===== src/hdl/tflc_pkg.sv =====
// types, constants and codes of the tank fill level controller
package tflc_pkg;

  // largest number of samples in one window
  localparam int MAX_WINDOW = 16;

  // fixed field widths
  localparam int CMD_W      = 2;
  localparam int DIST_W     = 16;
  localparam int RDG_W      = 11;
  localparam int THK_W      = 12;
  localparam int SPW_W      = 5;
  localparam int LOSS_W     = 4;
  localparam int STAT_W     = 3;
  localparam int VC_W       = 5;
  localparam int CFG_IDX_W  = 3;
  localparam int CFG_DATA_W = 12;

  // derived widths
  localparam int CNT_W  = $clog2(MAX_WINDOW + 1);
  localparam int SUM_W  = RDG_W + $clog2(MAX_WINDOW);
  localparam int DIVC_W = $clog2(SUM_W);
  localparam int CMP_W  = (CNT_W > SPW_W) ? CNT_W : SPW_W;
  localparam int LVC_W  = THK_W + 2;

  // register reset values and the loss count ceiling
  localparam logic [SPW_W-1:0]  SPW_RESET   = SPW_W'(5);
  localparam logic [LOSS_W-1:0] LIMIT_RESET = LOSS_W'(6);
  localparam logic [RDG_W-1:0]  RANGE_RESET = RDG_W'(2000);
  localparam logic [LOSS_W-1:0] LOSS_MAX    = LOSS_W'(15);

  // item commands
  typedef enum logic [CMD_W-1:0] {
    CMD_START  = 2'd0,
    CMD_SAMPLE = 2'd1,
    CMD_ABORT  = 2'd2
  } cmd_e;

  // result status codes
  typedef enum logic [STAT_W-1:0] {
    ST_IDLE     = 3'd0,
    ST_FILLING  = 3'd1,
    ST_REACHED  = 3'd2,
    ST_SIG_LOST = 3'd3,
    ST_ABORTED  = 3'd4,
    ST_REJECTED = 3'd5
  } status_e;

  // configuration register indexes
  typedef enum logic [CFG_IDX_W-1:0] {
    CFG_CONTAINER_ZERO    = 3'd0,
    CFG_FLOATER_THICKNESS = 3'd1,
    CFG_TARGET_LEVEL      = 3'd2,
    CFG_SAMPLES_PER_WIN   = 3'd3,
    CFG_LOSS_LIMIT        = 3'd4,
    CFG_RANGE_LIMIT       = 3'd5
  } cfg_idx_e;

  // controller states
  typedef enum logic [1:0] {
    S_IDLE,
    S_EXEC,
    S_DIV,
    S_LEVEL
  } state_e;

  // controller to datapath commands
  typedef struct packed {
    logic load_item;
    logic exec;
    logic div_step;
    logic level;
  } ctrl_cmd_t;

  // datapath to controller status
  typedef struct packed {
    logic need_div;
    logic div_last;
  } dp_stat_t;

endpackage


===== src/hdl/tflc_datapath.sv =====
// datapath: configuration, window accumulators, serial divider and result register
module tflc_datapath (
  input  logic                             clk_i,
  input  logic                             rst_ni,
  input  tflc_pkg::ctrl_cmd_t              ctrl_i,
  output tflc_pkg::dp_stat_t               stat_o,
  input  logic                             cfg_we_i,
  input  logic [tflc_pkg::CFG_IDX_W-1:0]   cfg_index_i,
  input  logic [tflc_pkg::CFG_DATA_W-1:0]  cfg_data_i,
  input  logic [tflc_pkg::CMD_W-1:0]       cmd_i,
  input  logic [tflc_pkg::DIST_W-1:0]      distance_i,
  input  logic                             timed_out_i,
  output logic                             pump_on_o,
  output logic [tflc_pkg::STAT_W-1:0]      status_o,
  output logic                             window_done_o,
  output logic [tflc_pkg::RDG_W-1:0]       level_o,
  output logic [tflc_pkg::RDG_W-1:0]       average_o,
  output logic [tflc_pkg::RDG_W-1:0]       min_reading_o,
  output logic [tflc_pkg::RDG_W-1:0]       max_reading_o,
  output logic [tflc_pkg::VC_W-1:0]        valid_count_o,
  output logic [tflc_pkg::LOSS_W-1:0]      loss_count_o
);

  // configuration registers
  logic [tflc_pkg::RDG_W-1:0]  zero_q, target_q, range_q;
  logic [tflc_pkg::THK_W-1:0]  thick_q;
  logic [tflc_pkg::SPW_W-1:0]  spw_q;
  logic [tflc_pkg::LOSS_W-1:0] limit_q;

  // latched item
  logic [tflc_pkg::CMD_W-1:0]  item_cmd_q;
  logic [tflc_pkg::DIST_W-1:0] item_dist_q;
  logic                        item_tmo_q;

  // controller state
  logic                        run_q, run_d;
  logic [tflc_pkg::CNT_W-1:0]  idx_q, idx_d;
  logic [tflc_pkg::SUM_W-1:0]  sum_q, sum_d;
  logic [tflc_pkg::RDG_W-1:0]  min_q, min_d, max_q, max_d;
  logic [tflc_pkg::CNT_W-1:0]  vld_q, vld_d;
  logic [tflc_pkg::LOSS_W-1:0] loss_q, loss_d;

  // serial divider
  logic [tflc_pkg::SUM_W-1:0]  quo_q, quo_d;
  logic [tflc_pkg::CNT_W-1:0]  rem_q, rem_d;
  logic [tflc_pkg::DIVC_W-1:0] dcnt_q, dcnt_d;
  logic [tflc_pkg::CNT_W:0]    trial;
  logic                        trial_ge;

  // sample evaluation
  logic                        smp_ok;
  logic [tflc_pkg::RDG_W-1:0]  smp;
  logic [tflc_pkg::SUM_W-1:0]  sum_acc;
  logic [tflc_pkg::RDG_W-1:0]  min_acc, max_acc;
  logic [tflc_pkg::CNT_W-1:0]  vld_acc, idx_inc;
  logic [tflc_pkg::CMP_W-1:0]  win, spw_c, idx_c;
  logic                        win_end, need_div;
  logic [tflc_pkg::LOSS_W-1:0] loss_inc;

  // start check and level arithmetic
  logic signed [tflc_pkg::LVC_W-1:0] zero_s, thick_s, target_s, avg_s, bound_s, lvl_s;
  logic [tflc_pkg::LVC_W-2:0]        lvl_pos;
  logic                              reject;
  logic [tflc_pkg::RDG_W-1:0]        avg;

  // result values
  logic                        out_wr;
  logic [tflc_pkg::STAT_W-1:0] r_status;
  logic                        r_done;
  logic [tflc_pkg::RDG_W-1:0]  r_lvl, r_avg, r_min, r_max;
  logic [tflc_pkg::VC_W-1:0]   r_vc;

  // configuration writes
  always_ff @(posedge clk_i or negedge rst_ni) begin
    if (!rst_ni) begin
      zero_q   <= '0;
      thick_q  <= '0;
      target_q <= '0;
      spw_q    <= tflc_pkg::SPW_RESET;
      limit_q  <= tflc_pkg::LIMIT_RESET;
      range_q  <= tflc_pkg::RANGE_RESET;
    end else if (cfg_we_i) begin
      case (cfg_index_i)
        tflc_pkg::CFG_CONTAINER_ZERO:    zero_q   <= cfg_data_i[tflc_pkg::RDG_W-1:0];
        tflc_pkg::CFG_FLOATER_THICKNESS: thick_q  <= cfg_data_i[tflc_pkg::THK_W-1:0];
        tflc_pkg::CFG_TARGET_LEVEL:      target_q <= cfg_data_i[tflc_pkg::RDG_W-1:0];
        tflc_pkg::CFG_SAMPLES_PER_WIN:   spw_q    <= cfg_data_i[tflc_pkg::SPW_W-1:0];
        tflc_pkg::CFG_LOSS_LIMIT:        limit_q  <= cfg_data_i[tflc_pkg::LOSS_W-1:0];
        tflc_pkg::CFG_RANGE_LIMIT:       range_q  <= cfg_data_i[tflc_pkg::RDG_W-1:0];
        default: ;
      endcase
    end
  end

  // item latch
  always_ff @(posedge clk_i) begin
    if (ctrl_i.load_item) begin
      item_cmd_q  <= cmd_i;
      item_dist_q <= distance_i;
      item_tmo_q  <= timed_out_i;
    end
  end

  // sample validity and window accumulation
  always_comb begin
    smp     = item_dist_q[tflc_pkg::RDG_W-1:0];
    smp_ok  = !item_tmo_q && (item_dist_q != '0) &&
              (item_dist_q < {{(tflc_pkg::DIST_W-tflc_pkg::RDG_W){1'b0}}, range_q});
    sum_acc = smp_ok ? sum_q + {{(tflc_pkg::SUM_W-tflc_pkg::RDG_W){1'b0}}, smp} : sum_q;
    min_acc = (smp_ok && smp < min_q) ? smp : min_q;
    max_acc = (smp_ok && smp > max_q) ? smp : max_q;
    vld_acc = smp_ok ? vld_q + tflc_pkg::CNT_W'(1) : vld_q;
    idx_inc = idx_q + tflc_pkg::CNT_W'(1);
    spw_c   = tflc_pkg::CMP_W'(spw_q);
    if (spw_c == '0) begin
      win = tflc_pkg::CMP_W'(1);
    end else if (spw_c > tflc_pkg::CMP_W'(tflc_pkg::MAX_WINDOW)) begin
      win = tflc_pkg::CMP_W'(tflc_pkg::MAX_WINDOW);
    end else begin
      win = spw_c;
    end
    idx_c    = tflc_pkg::CMP_W'(idx_inc);
    win_end  = idx_c >= win;
    need_div = (item_cmd_q == tflc_pkg::CMD_SAMPLE) && run_q && win_end && (vld_acc != '0);
    loss_inc = (loss_q < tflc_pkg::LOSS_MAX) ? loss_q + tflc_pkg::LOSS_W'(1) : loss_q;
  end

  // start check and level from the quotient
  always_comb begin
    zero_s   = $signed({{(tflc_pkg::LVC_W-tflc_pkg::RDG_W){1'b0}}, zero_q});
    target_s = $signed({{(tflc_pkg::LVC_W-tflc_pkg::RDG_W){1'b0}}, target_q});
    thick_s  = $signed({{(tflc_pkg::LVC_W-tflc_pkg::THK_W){thick_q[tflc_pkg::THK_W-1]}},
                        thick_q});
    avg      = quo_q[tflc_pkg::RDG_W-1:0];
    avg_s    = $signed({{(tflc_pkg::LVC_W-tflc_pkg::RDG_W){1'b0}}, avg});
    bound_s  = zero_s - thick_s;
    reject   = (zero_q == '0) || (thick_q == '0) || (target_s > bound_s);
    lvl_s    = zero_s - (avg_s + thick_s);
    lvl_pos  = lvl_s[tflc_pkg::LVC_W-1] ? '0 : lvl_s[tflc_pkg::LVC_W-2:0];
  end

  // restoring divider step
  always_comb begin
    trial    = {rem_q, quo_q[tflc_pkg::SUM_W-1]};
    trial_ge = trial >= {1'b0, vld_q};
  end

  // state update and result selection
  always_comb begin
    run_d  = run_q;
    idx_d  = idx_q;
    sum_d  = sum_q;
    min_d  = min_q;
    max_d  = max_q;
    vld_d  = vld_q;
    loss_d = loss_q;
    quo_d  = quo_q;
    rem_d  = rem_q;
    dcnt_d = dcnt_q;
    out_wr   = 1'b0;
    r_status = run_q ? tflc_pkg::ST_FILLING : tflc_pkg::ST_IDLE;
    r_done   = 1'b0;
    r_lvl    = '0;
    r_avg    = '0;
    r_min    = '0;
    r_max    = '0;
    r_vc     = '0;
    if (ctrl_i.exec) begin
      out_wr = !need_div;
      case (item_cmd_q)
        tflc_pkg::CMD_START: begin
          idx_d = '0;
          sum_d = '0;
          min_d = '1;
          max_d = '0;
          vld_d = '0;
          if (reject) begin
            run_d    = 1'b0;
            r_status = tflc_pkg::ST_REJECTED;
          end else begin
            run_d    = 1'b1;
            loss_d   = '0;
            r_status = tflc_pkg::ST_FILLING;
          end
        end
        tflc_pkg::CMD_ABORT: begin
          run_d    = 1'b0;
          idx_d    = '0;
          sum_d    = '0;
          min_d    = '1;
          max_d    = '0;
          vld_d    = '0;
          r_status = tflc_pkg::ST_ABORTED;
        end
        tflc_pkg::CMD_SAMPLE: begin
          if (run_q) begin
            if (!win_end || need_div) begin
              idx_d = idx_inc;
              sum_d = sum_acc;
              min_d = min_acc;
              max_d = max_acc;
              vld_d = vld_acc;
              // load the divider, used when the window closes with valid samples
              quo_d  = sum_acc;
              rem_d  = '0;
              dcnt_d = '0;
            end else begin
              // window without a valid sample
              idx_d  = '0;
              sum_d  = '0;
              min_d  = '1;
              max_d  = '0;
              vld_d  = '0;
              loss_d = loss_inc;
              r_done = 1'b1;
              if (loss_inc >= limit_q) begin
                run_d    = 1'b0;
                r_status = tflc_pkg::ST_SIG_LOST;
              end
            end
          end
        end
        default: ;
      endcase
    end else if (ctrl_i.div_step) begin
      quo_d  = {quo_q[tflc_pkg::SUM_W-2:0], trial_ge};
      rem_d  = trial_ge ? tflc_pkg::CNT_W'(trial - {1'b0, vld_q})
                        : trial[tflc_pkg::CNT_W-1:0];
      dcnt_d = dcnt_q + tflc_pkg::DIVC_W'(1);
    end else if (ctrl_i.level) begin
      out_wr = 1'b1;
      r_done = 1'b1;
      r_avg  = avg;
      r_min  = min_q;
      r_max  = max_q;
      r_vc   = tflc_pkg::VC_W'(vld_q);
      r_lvl  = (lvl_pos[tflc_pkg::LVC_W-2:tflc_pkg::RDG_W] != '0) ? '1
                                                                : lvl_pos[tflc_pkg::RDG_W-1:0];
      loss_d = '0;
      idx_d  = '0;
      sum_d  = '0;
      min_d  = '1;
      max_d  = '0;
      vld_d  = '0;
      if (lvl_pos >= {{(tflc_pkg::LVC_W-1-tflc_pkg::RDG_W){1'b0}}, target_q}) begin
        run_d    = 1'b0;
        r_status = tflc_pkg::ST_REACHED;
      end
    end
  end

  // window and run state
  always_ff @(posedge clk_i or negedge rst_ni) begin
    if (!rst_ni) begin
      run_q  <= 1'b0;
      idx_q  <= '0;
      sum_q  <= '0;
      min_q  <= '1;
      max_q  <= '0;
      vld_q  <= '0;
      loss_q <= '0;
    end else begin
      run_q  <= run_d;
      idx_q  <= idx_d;
      sum_q  <= sum_d;
      min_q  <= min_d;
      max_q  <= max_d;
      vld_q  <= vld_d;
      loss_q <= loss_d;
    end
  end

  // divider registers
  always_ff @(posedge clk_i) begin
    quo_q  <= quo_d;
    rem_q  <= rem_d;
    dcnt_q <= dcnt_d;
  end

  // result register
  always_ff @(posedge clk_i) begin
    if (out_wr) begin
      pump_on_o     <= run_d;
      status_o      <= r_status;
      window_done_o <= r_done;
      level_o       <= r_lvl;
      average_o     <= r_avg;
      min_reading_o <= r_min;
      max_reading_o <= r_max;
      valid_count_o <= r_vc;
      loss_count_o  <= loss_d;
    end
  end

  // status to the controller
  assign stat_o.need_div = need_div;
  assign stat_o.div_last = dcnt_q == tflc_pkg::DIVC_W'(tflc_pkg::SUM_W - 1);

endmodule


===== src/hdl/tflc_ctrl.sv =====
// controller: item sequencing and output handshake
module tflc_ctrl (
  input  logic                 clk_i,
  input  logic                 rst_ni,
  input  logic                 in_valid_i,
  output logic                 in_stall_o,
  output logic                 out_valid_o,
  input  logic                 out_stall_i,
  input  tflc_pkg::dp_stat_t   stat_i,
  output tflc_pkg::ctrl_cmd_t  ctrl_o
);

  tflc_pkg::state_e state_q, state_d;
  logic             out_valid_q, out_valid_d;
  logic             slot_free;

  // result slot is free when empty or being taken now
  assign slot_free = !out_valid_q || !out_stall_i;

  // next state and commands
  always_comb begin
    state_d = state_q;
    ctrl_o  = '0;
    case (state_q)
      tflc_pkg::S_IDLE: begin
        ctrl_o.load_item = in_valid_i;
        if (in_valid_i) begin
          state_d = tflc_pkg::S_EXEC;
        end
      end
      tflc_pkg::S_EXEC: begin
        if (slot_free) begin
          ctrl_o.exec = 1'b1;
          state_d     = stat_i.need_div ? tflc_pkg::S_DIV : tflc_pkg::S_IDLE;
        end
      end
      tflc_pkg::S_DIV: begin
        ctrl_o.div_step = 1'b1;
        if (stat_i.div_last) begin
          state_d = tflc_pkg::S_LEVEL;
        end
      end
      tflc_pkg::S_LEVEL: begin
        if (slot_free) begin
          ctrl_o.level = 1'b1;
          state_d      = tflc_pkg::S_IDLE;
        end
      end
      default: state_d = tflc_pkg::S_IDLE;
    endcase
    out_valid_d = (out_valid_q && out_stall_i) ||
                  (ctrl_o.exec && !stat_i.need_div) || ctrl_o.level;
  end

  // state and output valid registers
  always_ff @(posedge clk_i or negedge rst_ni) begin
    if (!rst_ni) begin
      state_q     <= tflc_pkg::S_IDLE;
      out_valid_q <= 1'b0;
    end else begin
      state_q     <= state_d;
      out_valid_q <= out_valid_d;
    end
  end

  assign in_stall_o  = state_q != tflc_pkg::S_IDLE;
  assign out_valid_o = out_valid_q;

endmodule


===== src/hdl/tank_fill_level_controller_top.sv =====
// top level of the tank fill level controller
// Bang-bang pump fill controller. Each item (start, range sample or abort) gives
// exactly one result item. An item is taken in S_IDLE and executed in S_EXEC once
// the output register is free. A sample that closes a window with at least one
// valid reading computes the mean with a bit-serial restoring divider, one quotient
// bit per cycle over the 15-bit window sum, and then computes the level in S_LEVEL
// once the output register is free. A finished result waits in the output
// register while the next item is taken. Configuration writes are always ready and
// must only be made while no item is in flight.
module tank_fill_level_controller_top (
  input  logic                             clk_i,
  input  logic                             rst_ni,
  input  logic                             in_valid_i,
  output logic                             in_stall_o,
  input  logic [tflc_pkg::CMD_W-1:0]       cmd_i,
  input  logic [tflc_pkg::DIST_W-1:0]      distance_i,
  input  logic                             timed_out_i,
  output logic                             out_valid_o,
  input  logic                             out_stall_i,
  output logic                             pump_on_o,
  output logic [tflc_pkg::STAT_W-1:0]      status_o,
  output logic                             window_done_o,
  output logic [tflc_pkg::RDG_W-1:0]       level_o,
  output logic [tflc_pkg::RDG_W-1:0]       average_o,
  output logic [tflc_pkg::RDG_W-1:0]       min_reading_o,
  output logic [tflc_pkg::RDG_W-1:0]       max_reading_o,
  output logic [tflc_pkg::VC_W-1:0]        valid_count_o,
  output logic [tflc_pkg::LOSS_W-1:0]      loss_count_o,
  input  logic                             cfg_valid_i,
  output logic                             cfg_ready_o,
  input  logic [tflc_pkg::CFG_IDX_W-1:0]   cfg_index_i,
  input  logic [tflc_pkg::CFG_DATA_W-1:0]  cfg_data_i
);

  tflc_pkg::ctrl_cmd_t ctrl;
  tflc_pkg::dp_stat_t  stat;

  // configuration port never back-pressures
  assign cfg_ready_o = 1'b1;

  // sequencing
  tflc_ctrl u_ctrl (
    .clk_i       (clk_i),
    .rst_ni      (rst_ni),
    .in_valid_i  (in_valid_i),
    .in_stall_o  (in_stall_o),
    .out_valid_o (out_valid_o),
    .out_stall_i (out_stall_i),
    .stat_i      (stat),
    .ctrl_o      (ctrl)
  );

  // arithmetic and state
  tflc_datapath u_dp (
    .clk_i         (clk_i),
    .rst_ni        (rst_ni),
    .ctrl_i        (ctrl),
    .stat_o        (stat),
    .cfg_we_i      (cfg_valid_i && cfg_ready_o),
    .cfg_index_i   (cfg_index_i),
    .cfg_data_i    (cfg_data_i),
    .cmd_i         (cmd_i),
    .distance_i    (distance_i),
    .timed_out_i   (timed_out_i),
    .pump_on_o     (pump_on_o),
    .status_o      (status_o),
    .window_done_o (window_done_o),
    .level_o       (level_o),
    .average_o     (average_o),
    .min_reading_o (min_reading_o),
    .max_reading_o (max_reading_o),
    .valid_count_o (valid_count_o),
    .loss_count_o  (loss_count_o)
  );

endmodule


===== config.mk =====
export PLATFORM = sky130hd
export DESIGN_NAME = tank_fill_level_controller_top
export DESIGN_NICKNAME = d
export VERILOG_FILES = /design/src/hdl/tflc_pkg.sv /design/src/hdl/tflc_datapath.sv /design/src/hdl/tflc_ctrl.sv /design/src/hdl/tank_fill_level_controller_top.sv
export SDC_FILE = /design/constraint.sdc
export NUM_CORES = 1
export LEC_CHECK = 0
export BUFFER_PORTS_ARGS = -buffer_cell sky130_fd_sc_hd__buf_2
export CAP_MARGIN = 25
export CORE_ASPECT_RATIO = 0.9
export CORE_MARGIN = 2
export CORE_UTILIZATION = 30
export DETAILED_ROUTE_END_ITERATION = 8
export PLACE_DENSITY = 0.5
export SLEW_MARGIN = 20
export SYNTH_ARGS = -nofsm -noshare
export SYNTH_HDL_FRONTEND = slang
export SYNTH_SLANG_ARGS = --single-unit
export TNS_END_PERCENT = 1

===== constraint.sdc =====
create_clock -name clk_i -period 8.6 [get_ports clk_i]
set_input_delay 0.86 -clock clk_i [delete_from_list [all_inputs] [get_ports clk_i]]
set_output_delay 0.86 -clock clk_i [all_outputs]
set_load 0.01 [all_outputs]

After elaboration in Yosys (flattened, before gate mapping)
Cells that the tools add are included.

word-level totals
  register bits after elaboration = 210
  input bits = 39

operators by class
  reductions and logical operators = 45
  bitwise logic cells = 1
  magnitude comparators = 10
  multiplexer cells = 97
  eq/ne operators = 23
  add/sub/neg operators = 9

operators by type and width
  cell                                                                     number
  15-bit 2-to-1 mux                                                        11
  11-bit 2-to-1 mux                                                        13
  5-bit 2-to-1 mux                                                         17
  4-bit 2-to-1 mux                                                         12
  11-bit case mux with 2 select lines                                      2
  15-bit case mux with 2 select lines                                      1
  3-bit 2-to-1 mux                                                         8
  1-bit 2-to-1 mux                                                         21
  5-bit case mux with 2 select lines                                       2
  16-bit by 11-bit < comparator with 1-bit output                          1
  16-bit nonzero test                                                      1
  15-bit by 11-bit adder with 15-bit output                                1
  12-bit by 14-bit > comparator with 1-bit output                          1
  12-bit by 14-bit subtractor with 14-bit output                           1
  12-bit by 12-bit adder with 13-bit output                                1
  13-bit by 11-bit greater-or-equal comparator with 1-bit output           1
  13-bit 2-to-1 mux                                                        1
  12-bit by 12-bit subtractor with 13-bit output                           1
  12-bit zero test                                                         1
  2-bit by 1-bit inequality test with 1-bit output, second input constant  6
  2-bit AND reduction                                                      6
  4-bit AND reduction                                                      3
  11-bit > comparator                                                      1
  11-bit zero test                                                         1
  35 further kinds                                                         71

Depth between registers and ports, before layout
Gate-level depths: netlist of the first run.

  depth in word-level cells = 11
  gate-level depth with buffers = 26
  mapped depth without buffers = 25

Hierarchy
A second synthesis of the first run with hierarchy kept.

second synthesis, totals
  cells, all modules = 1,104
  area total of the unflattened synthesis = 11,925.2 sq um

by module, submodules not included
  module                          cells each  sequential area each (sq um)  area an instance (sq um)  times used
  tflc_datapath                   1,086       5,711.7                       11,746.3                  1
  tflc_ctrl                       16          75.1                          167.7                     1
  tank_fill_level_controller_top  2           0.0                           11.3                      1

Worst setup path after synthesis of the first run
Ideal clock, no wire load.

  path kind = register -> register
  start point = register u_dp.range_q[10] in the netlist's numbering
  end point = register u_dp.average_o[0] in the netlist's numbering (enable)
  slack = 3.138 ns
  buffers on the path = 1
  data required time = 8.126 ns
  library setup time = 0.474 ns
  period minus slack after synthesis = 5.462 ns
  stages on the path, launching flop included = 11
  arrival = 4.988 ns
  cells stage by stage = dfstp_2 inv_1 ha_1 nand3_1 nor4_1 or3_1 mux2i_1 and2_1 buf_2 nor4b_1 nor2_1

on the way
  longest elaborated chain between the ends = 7

RTL lines
  element                                          RTL line              RTL
  start, declared                                  tflc_datapath.sv:25   logic [tflc_pkg::RDG_W-1:0] zero_q, target_q, range_q;
  start signal, assigned                           tflc_datapath.sv:81   range_q <= tflc_pkg::RANGE_RESET;
  start signal, assigned                           tflc_datapath.sv:89   tflc_pkg::CFG_RANGE_LIMIT: range_q <= cfg_data_i[tflc_pkg::RDG_W-1:0];
  16-bit by 11-bit < comparator with 1-bit output  tflc_datapath.sv:108  (item_dist_q < {{(tflc_pkg::DIST_W-tflc_pkg::RDG_W){1'b0}}, range_q});
  1-bit logical AND                                tflc_datapath.sv:107  smp_ok = !item_tmo_q && (item_dist_q != '0) &&
  5-bit 2-to-1 mux                                 tflc_datapath.sv:112  vld_acc = smp_ok ? vld_q + tflc_pkg::CNT_W'(1) : vld_q;
  5-bit nonzero test                               tflc_datapath.sv:124  need_div = (item_cmd_q == tflc_pkg::CMD_SAMPLE) && run_q && win_end && (vld_acc != '0);
  1-bit logical AND                                tflc_datapath.sv:124
  1-bit zero test                                  tflc_datapath.sv:169  out_wr = !need_div;
  1-bit 2-to-1 mux                                 tflc_datapath.sv:168  if (ctrl_i.exec) begin
  named net u_dp.out_wr                            tflc_datapath.sv:67   logic out_wr;
  end signal, assigned                             tflc_datapath.sv:287  average_o <= r_avg;
  end, declared                                    tflc_datapath.sv:17   output logic [tflc_pkg::RDG_W-1:0] average_o,

The timed path passes the listed nets, and every way through them passes these cells.
A chain may end at the register's enable or synchronous reset.

Worst setup path in the final report of the first run
  start point = register u_dp.quo_q[2] in the netlist's numbering
  end point = register u_dp.status_o[1] in the netlist's numbering (data pin)

on the way
  longest elaborated chain between the ends = 8

RTL lines
  element                                                         RTL line              RTL
  start, declared                                                 tflc_datapath.sv:44   logic [tflc_pkg::SUM_W-1:0] quo_q, quo_d;
  start signal, assigned                                          tflc_datapath.sv:275  quo_q <= quo_d;
  12-bit by 12-bit adder with 13-bit output                       tflc_datapath.sv:138  lvl_s = zero_s - (avg_s + thick_s);
  12-bit by 14-bit subtractor with 14-bit output                  tflc_datapath.sv:138
  13-bit 2-to-1 mux                                               tflc_datapath.sv:139  lvl_pos = lvl_s[tflc_pkg::LVC_W-1] ? '0 : lvl_s[tflc_pkg::LVC_W-2:0];
  13-bit by 11-bit greater-or-equal comparator with 1-bit output  tflc_datapath.sv:245  if (lvl_pos >= {{(tflc_pkg::LVC_W-1-tflc_pkg::RDG_W){1'b0}}, target_q}) begin
  3-bit 2-to-1 mux                                                tflc_datapath.sv:245
  3-bit 2-to-1 mux                                                tflc_datapath.sv:230  end else if (ctrl_i.level) begin
  3-bit 2-to-1 mux                                                tflc_datapath.sv:225  end else if (ctrl_i.div_step) begin
  3-bit 2-to-1 mux                                                tflc_datapath.sv:168
  named net u_dp.r_status, one bit                                tflc_datapath.sv:68   logic [tflc_pkg::STAT_W-1:0] r_status;
  end signal, assigned                                            tflc_datapath.sv:284  status_o <= r_status;
  end, declared                                                   tflc_datapath.sv:14   output logic [tflc_pkg::STAT_W-1:0] status_o,

The timed path passes the listed nets, and every way through them passes these cells.

==> reports/qor.csv, run 1 <==
metric,value,unit
status,completed,
synth_edf_count,101,
port_buffers,98,
first_pass_iters,7,
wire_per_inst,19.3,um
layout_setup_ws,3.30,ns
place_congestion,0.850,
initial_core_util,30.3,%
ys_top_cells_by_area,"edfxtp_1 25%, dfrtp_1 18%, ha_1 12%",
period_share,61.7,%
maxCapViolCount,0,
regToRegSetupSlack,3.30,ns
grt_max_degree,61,
drv_slew,0,
insertion_delay,0.55,ns
async_reset_ff_share,51.9,%
r2r-start,u_dp.quo_q[2],
drcViolationCount,0,
setup_viol,0,
final.setup.tns,0,ns
p_per_area,297,nW/um^2
htree_levels,1,
wl,35.7,mm
track_usage,16.9,%
hold_viol,0,
antenna_found_initial,2,
rsz0062_at_grt,false,
worst_pin_slew,0.910,ns
crit_chain,"ha_1, o21ai_0, o21bai_1, a21oi_1, nor2b_1, o21a_1, o31ai_1, ha_1, a21o_1, a21oi_1, nand2b_1, a31oi_1, a21oi_1, nand2b_1, inv_1, ha_1, a21o_1, a211oi_1, o21a_1, o21ai_0, a21oi_1, a21o_1, o21ai_1",
crit_fanout,11,
p_leak,6.20,nW
yosysTopAreaCellShare,24.8,%
ctsHoldBuffers,0,
rr_endpoint,u_dp.status_o[1],
grt_pass1_vias,9271,
synth-seq-cells,210,
max_slew_margin,38.7,%
fin_crit,5.30,ns
critical-path-max-stage-delay,0.54,ns
ir_drop,0.146,mV
clock_sinks,210,
syn-mean-instance-area,10.4,um^2
num-nets-final,1447,
cts_buffers,25,
cp_common_cell,a21oi_1,
syn_nets,1340,
die_width,217,um
worst-path-buf-inv,1,
cp-start-kind,flop,
nFillCells,4090,
synth.distinct_cells,67,
required,8.88,ns
slowest_stage,a21oi_1,
area_growth,16.6,%
io_pins,100,
ys.flop_type,edfxtp_1,
die_h,195,um
vias,9333,
overflow,0,
yosysSeqAreaShare,47.4,%
grt_pass1_wl,55.3,mm
drt_iter0_markers,679,
syn_area,12200,um^2
finClkSkew,0.0211,ns
cts-resized-gates,0,
hpwl,26.9,mm
syn_inst,1180,
core_area,40400,um^2
ys.warnings.count,0,
path_clk_slew,0.06,ns
holdWs,0.368,ns
reg2reg_depth,23,
antenna_left,0,
cts_setup_buffers,0,
cts_tree,yes,
min_path_type,in -> async,
criticalPathCategory,reg -> reg,
yosysTopAreaCell,edfxtp_1,
place_ws,3.31,ns
die-area,42300,um^2
drive_above_1_share,16.7,%
via_per_inst,5.05,
cts-root-buf,clkbuf_16,
max_freq,189,MHz
crit_family,compound AO/OA/AOI/OAI gates,
end_kind,flop,
cp_data_arrival_time,5.58,ns
fp-row-count,70,
cts_max_path_buffers,3,
per-stage QoR:
stage                     power, mW  instances  area, um^2  util, %
final                          4.23       1847       14200     35.3
after global routing           4.54       1846       14200     35.3
after global placement         3.14       1798       13400     33.1
after detailed placement       3.15       1800       13400     33.2
after CTS                      4.27       1846       14200     35.3
after floorplan                2.60       1180       12200        -
layout make-up:
cell class | count | area (um^2) | share of cell area, %
multi-input cells | 841 | 5960 | 41.9
clock buffers | 30 | 644 | 4.52
diodes | 1 | 2.50 | 0.0176
inverters | 93 | 349 | 2.45
repair buffers | 116 | 623 | 4.37
well taps | 540 | 676 | 4.74
clock inverters | 16 | 200 | 1.41
flip-flops and latches | 210 | 5790 | 40.6
worst max path at each step:
| stage | start | to | depth (start not counted) |
|---|---|---|---|
| global route | u_dp.quo_q[2] | u_dp.status_o[1] | 23 |
| CTS | u_dp.quo_q[1] | u_dp.status_o[1] | 23 |
| floorplan | u_dp.range_q[10] | u_dp.average_o[0] | 10 |
| detailed placement | u_dp.quo_q[1] | u_dp.status_o[1] | 23 |
| finish | u_dp.quo_q[2] | u_dp.status_o[1] | 23 |
| global placement | u_dp.quo_q[1] | u_dp.status_o[1] | 23 |
routing by layer:
| metal | part of all wire (%) | vias to the layer above | GRT usage [%] |
|---|---|---|---|
| met1 | 48 | 4565 | 24.3 |
| met3 | 4.7 | 51 | 2.45 |
| met5 | 0.067 | - | 0 |
| met4 | 2.3 | 4 | 4.44 |
| li1 | - | 4511 | - |
| met2 | 45 | 202 | 26.7 |
placed cells by master, fill, tap and decap left out, types with 6 or more instances in the layout:
cell       synthesis  final
a21oi_1           66     66
mux2_2            28     28
nor4_1            12     12
buf_4              1     17
a22o_1            23     23
nand3_1           20     20
clkbuf_16          0     25
nor2b_1           20     20
and3_1            17     17
o22a_1            11     11
a211oi_1          12     12
inv_1             93     93
dfrtp_1           88     88
nand4_1           18     18
xor2_1            18     18
o211ai_1          11     11
nor2_1            96     95
nor3_1            26     25
a21o_1            20     20
o21a_1            18     18
edfxtp_1         101    101
xnor2_1           22     22
a31oi_1           11     11
buf_2              5     99
nand2_1           90     90
or2_2              6      6
o21ai_0           72     72
and2_1             9      9
nand2b_1          15     15
dfstp_2           21     21
ha_1             116    116
or3_1              9      9
logic make-up after synthesis:
kind of cell             synth area share [%]
multiplexers                             2.75
flip-flops                               47.4
adder cells (fa/ha/maj)                  12.7
AO/OA/AOI/OAI                            16.2
XOR/XNOR                                 2.87
buffers and inverters                    4.05
AND/OR/NAND/NOR                          14.0
other                                  0.0307
synthesized netlist by cell type, types with 21 or more instances:
master and count:
ha_1 116, edfxtp_1 101, nor2_1 96, inv_1 93
nand2_1 90, dfrtp_1 88, o21ai_0 72, a21oi_1 66
clkbuf_1 29, mux2_2 28, nor3_1 26, a22o_1 23
xnor2_1 22, dfstp_2 21
registers in the layout, indices dropped and copies added (netlist names), 11 cells and up, named ones only:
register	flops
u_dp.quo_q	15
u_dp.average_o	11
u_dp.zero_q	11
u_dp.target_q	11
u_dp.level_o	11
u_dp.max_q	11
u_dp.min_q	11
u_dp.range_q	11
u_dp.sum_q	15
u_dp.min_reading_o	11
u_dp.item_dist_q	16
u_dp.max_reading_o	11
u_dp.thick_q	12
report_power, final:
part           total, mW  switching [mW]  internal [mW]
Sequential          1.47           0.154           1.31
Combinational       1.67            1.02          0.652
Clock               1.10           0.439          0.658
(Power assumes the default switching activity.)
==> run 2, diff against run 1 <==
--- a/config.mk
+++ b/config.mk
@@ -11,7 +11,7 @@
 export CORE_MARGIN = 2
 export CORE_UTILIZATION = 30
 export DETAILED_ROUTE_END_ITERATION = 8
-export PLACE_DENSITY = 0.5
+export PLACE_DENSITY = 0.51
 export SLEW_MARGIN = 20
 export SYNTH_ARGS = -nofsm -noshare
 export SYNTH_HDL_FRONTEND = slang
==> constraint.sdc (replaced) <==
create_clock -name clk_i -period 4.6 [get_ports clk_i]
set_input_delay 0.46 -clock clk_i [delete_from_list [all_inputs] [get_ports clk_i]]
set_output_delay 0.46 -clock clk_i [all_outputs]
set_load 0.01 [all_outputs]
==> run 2 against run 1 <==
Clock skew up 0.0045 ns; wire length up 1.1%; total power up 110%; register-to-register slack worse by 3.2 ns; die area unchanged; final cell count up 4.8%; critical endpoint is now u_dp.pump_on_o.
==> reports/qor.csv, run 2 (synthesis results as in run 1) <==
metric,value,unit
largest_reg_flops,16,
core_area,40400,um^2
die_width,217,um
period_share,98.7,%
cts_buffers,24,
place_ws,-0.368,ns
required,4.87,ns
fp-row-count,70,
final_util,38.0,%
multi_input_area,6330,um^2
initial_core_util,30.3,%
mostFrequentLayoutCell,buf_4,
place_congestion,0.858,
drt_iter0_markers,752,
antenna_found_initial,5,
p_clk_share,24.2,%
wire_per_inst,18.6,um
hpwl,27.1,mm
first_pass_iters,4,
num-nets-final,1536,
setup_viol,0,
cts_max_path_buffers,3,
vias,9536,
holdWs,0.0737,ns
path_clk_slew,0.06,ns
crit_fanout,6,
p_leak,6.70,nW
grt_pass1_vias,9479,
cts_tree,yes,
maxCapViolCount,0,
die-area,42300,um^2
drcViolationCount,0,
antenna_left,0,
ff_latch_area,5790,um^2
rsz0062_at_grt,true,
cts-root-buf,clkbuf_16,
overflow,0,
final_cell_mix,"106 x buf_4, 105 x ha_1, 101 x edfxtp_1, 97 x buf_2, 94 x nor2_1",
grt_max_degree,59,
via_per_inst,4.93,
htree_levels,1,
hold_viol,0,
sw_frac_of_total,37.6,%
io_pins,100,
cp_data_arrival_time,4.81,ns
clock_sinks,210,
finClkSkew,0.0256,ns
insertion_delay,0.56,ns
max_freq,220,MHz
max_slew_margin,34.1,%
cp-start-kind,flop,
drive_above_1_share,26.2,%
switching_power,3.32,mW
track_usage,17.1,%
reg_top3,"u_dp.item_dist_q: 16 flops, u_dp.quo_q: 15 flops, u_dp.sum_q: 15 flops",
end_kind,flop,
port_buffers,98,
worst_pin_slew,0.980,ns
criticalPathCategory,reg -> reg,
area_growth,25.7,%
wl,36.1,mm
layout_setup_ws,0.0578,ns
min_path_type,in -> reg,
seqPwrFrac,30.5,%
nFillCells,3957,
p_per_area,576,nW/um^2
status,completed,
cell_internal_pwr,5.52,mW
top_register,u_dp.item_dist_q,
die_h,195,um
combPwrFrac,45.3,%
drv_slew,0,
p_total,8.85,mW
grt_pass1_wl,56.1,mm
fin_crit,4.54,ns
ir_drop,0.344,mV
[run 2: routing by layer]
metal	global-route usage (%)	vias up	part of all wire, %
met5	0	-	0.13
met4	4.46	8	2.0
met3	2.98	41	5.0
met2	27.0	177	46
met1	24.3	4612	47
li1	-	4698	-
[run 2: worst max-delay path, cell delays in order, from the launching register on]
cell	delay (ns)
dfrtp_1	0.41
ha_4	0.25
or4_4	0.51
o211a_1	0.17
nand2_2	0.09
buf_4	0.11
o31ai_2	0.06
ha_1	0.32
buf_6	0.11
nand3_2	0.10
nor3_4	0.16
o21ai_4	0.09
a31oi_2	0.18
a21oi_1	0.09
buf_4	0.18
or2_4	0.26
ha_4	0.26
nor2b_2	0.03
o21ai_2	0.15
a21oi_2	0.08
o21a_1	0.18
o21ai_2	0.14
a21oi_2	0.08
nand4_1	0.11
nand4_1	0.14
[run 2: power groups by stage]
stage	Sequential, mW	Clock [mW]	Combinational, mW
floorplan	2.76	0	2.09
global placement	2.72	0	3.49
detailed placement	2.72	0	3.52
CTS	2.69	2.20	3.80
global route	2.74	2.28	4.46
finish	2.70	2.14	4.01
[run 2: path summary, 6_finish.rpt]
check                                           end  cells past startpoint             from  slack, ns
min in group asynchronous            u_dp.sum_q[11]                      2           rst_ni       0.44
max in group asynchronous          u_dp.target_q[1]                      3           rst_ni       3.14
worst min register to register        u_dp.max_q[3]                      1    u_dp.max_q[3]       0.51
worst max-delay path                 u_dp.pump_on_o                     24  u_dp.thick_q[4]       0.06
worst max register to register       u_dp.pump_on_o                     24  u_dp.thick_q[4]       0.06
worst min-delay path            u_dp.item_dist_q[1]                      1    distance_i[1]       0.07
[run 2: layout make-up]
type / count / share of cell area, %
Antenna cell: 1 / 0.0163
Clock buffer: 24 / 3.91
Clock inverter: 20 / 1.90
Inverter: 93 / 2.27
Multi-Input combinational cell: 841 / 41.2
Sequential cell: 210 / 37.7
Tap cell: 540 / 4.40
Timing Repair Buffer: 206 / 8.56
[run 2: through the flow]
stage	cells	area [um^2]	setup TNS, ns
floorplan	1180	12200	0
global placement	1873	13900	-0.982
detailed placement	1873	13900	-1.54
CTS	1926	15100	-0.0110
global route	1934	15300	-0.774
finish	1935	15400	0
[run 2: timing repair]
item | CTS | global route
pin swaps | 26 | 39
buffers inserted | 8 | 9
resized for setup | 34 | 38
endpoints found under the setup margin | 11 | 12
hold buffers | 1 | 0
hold endpoints to repair | 33 | 0
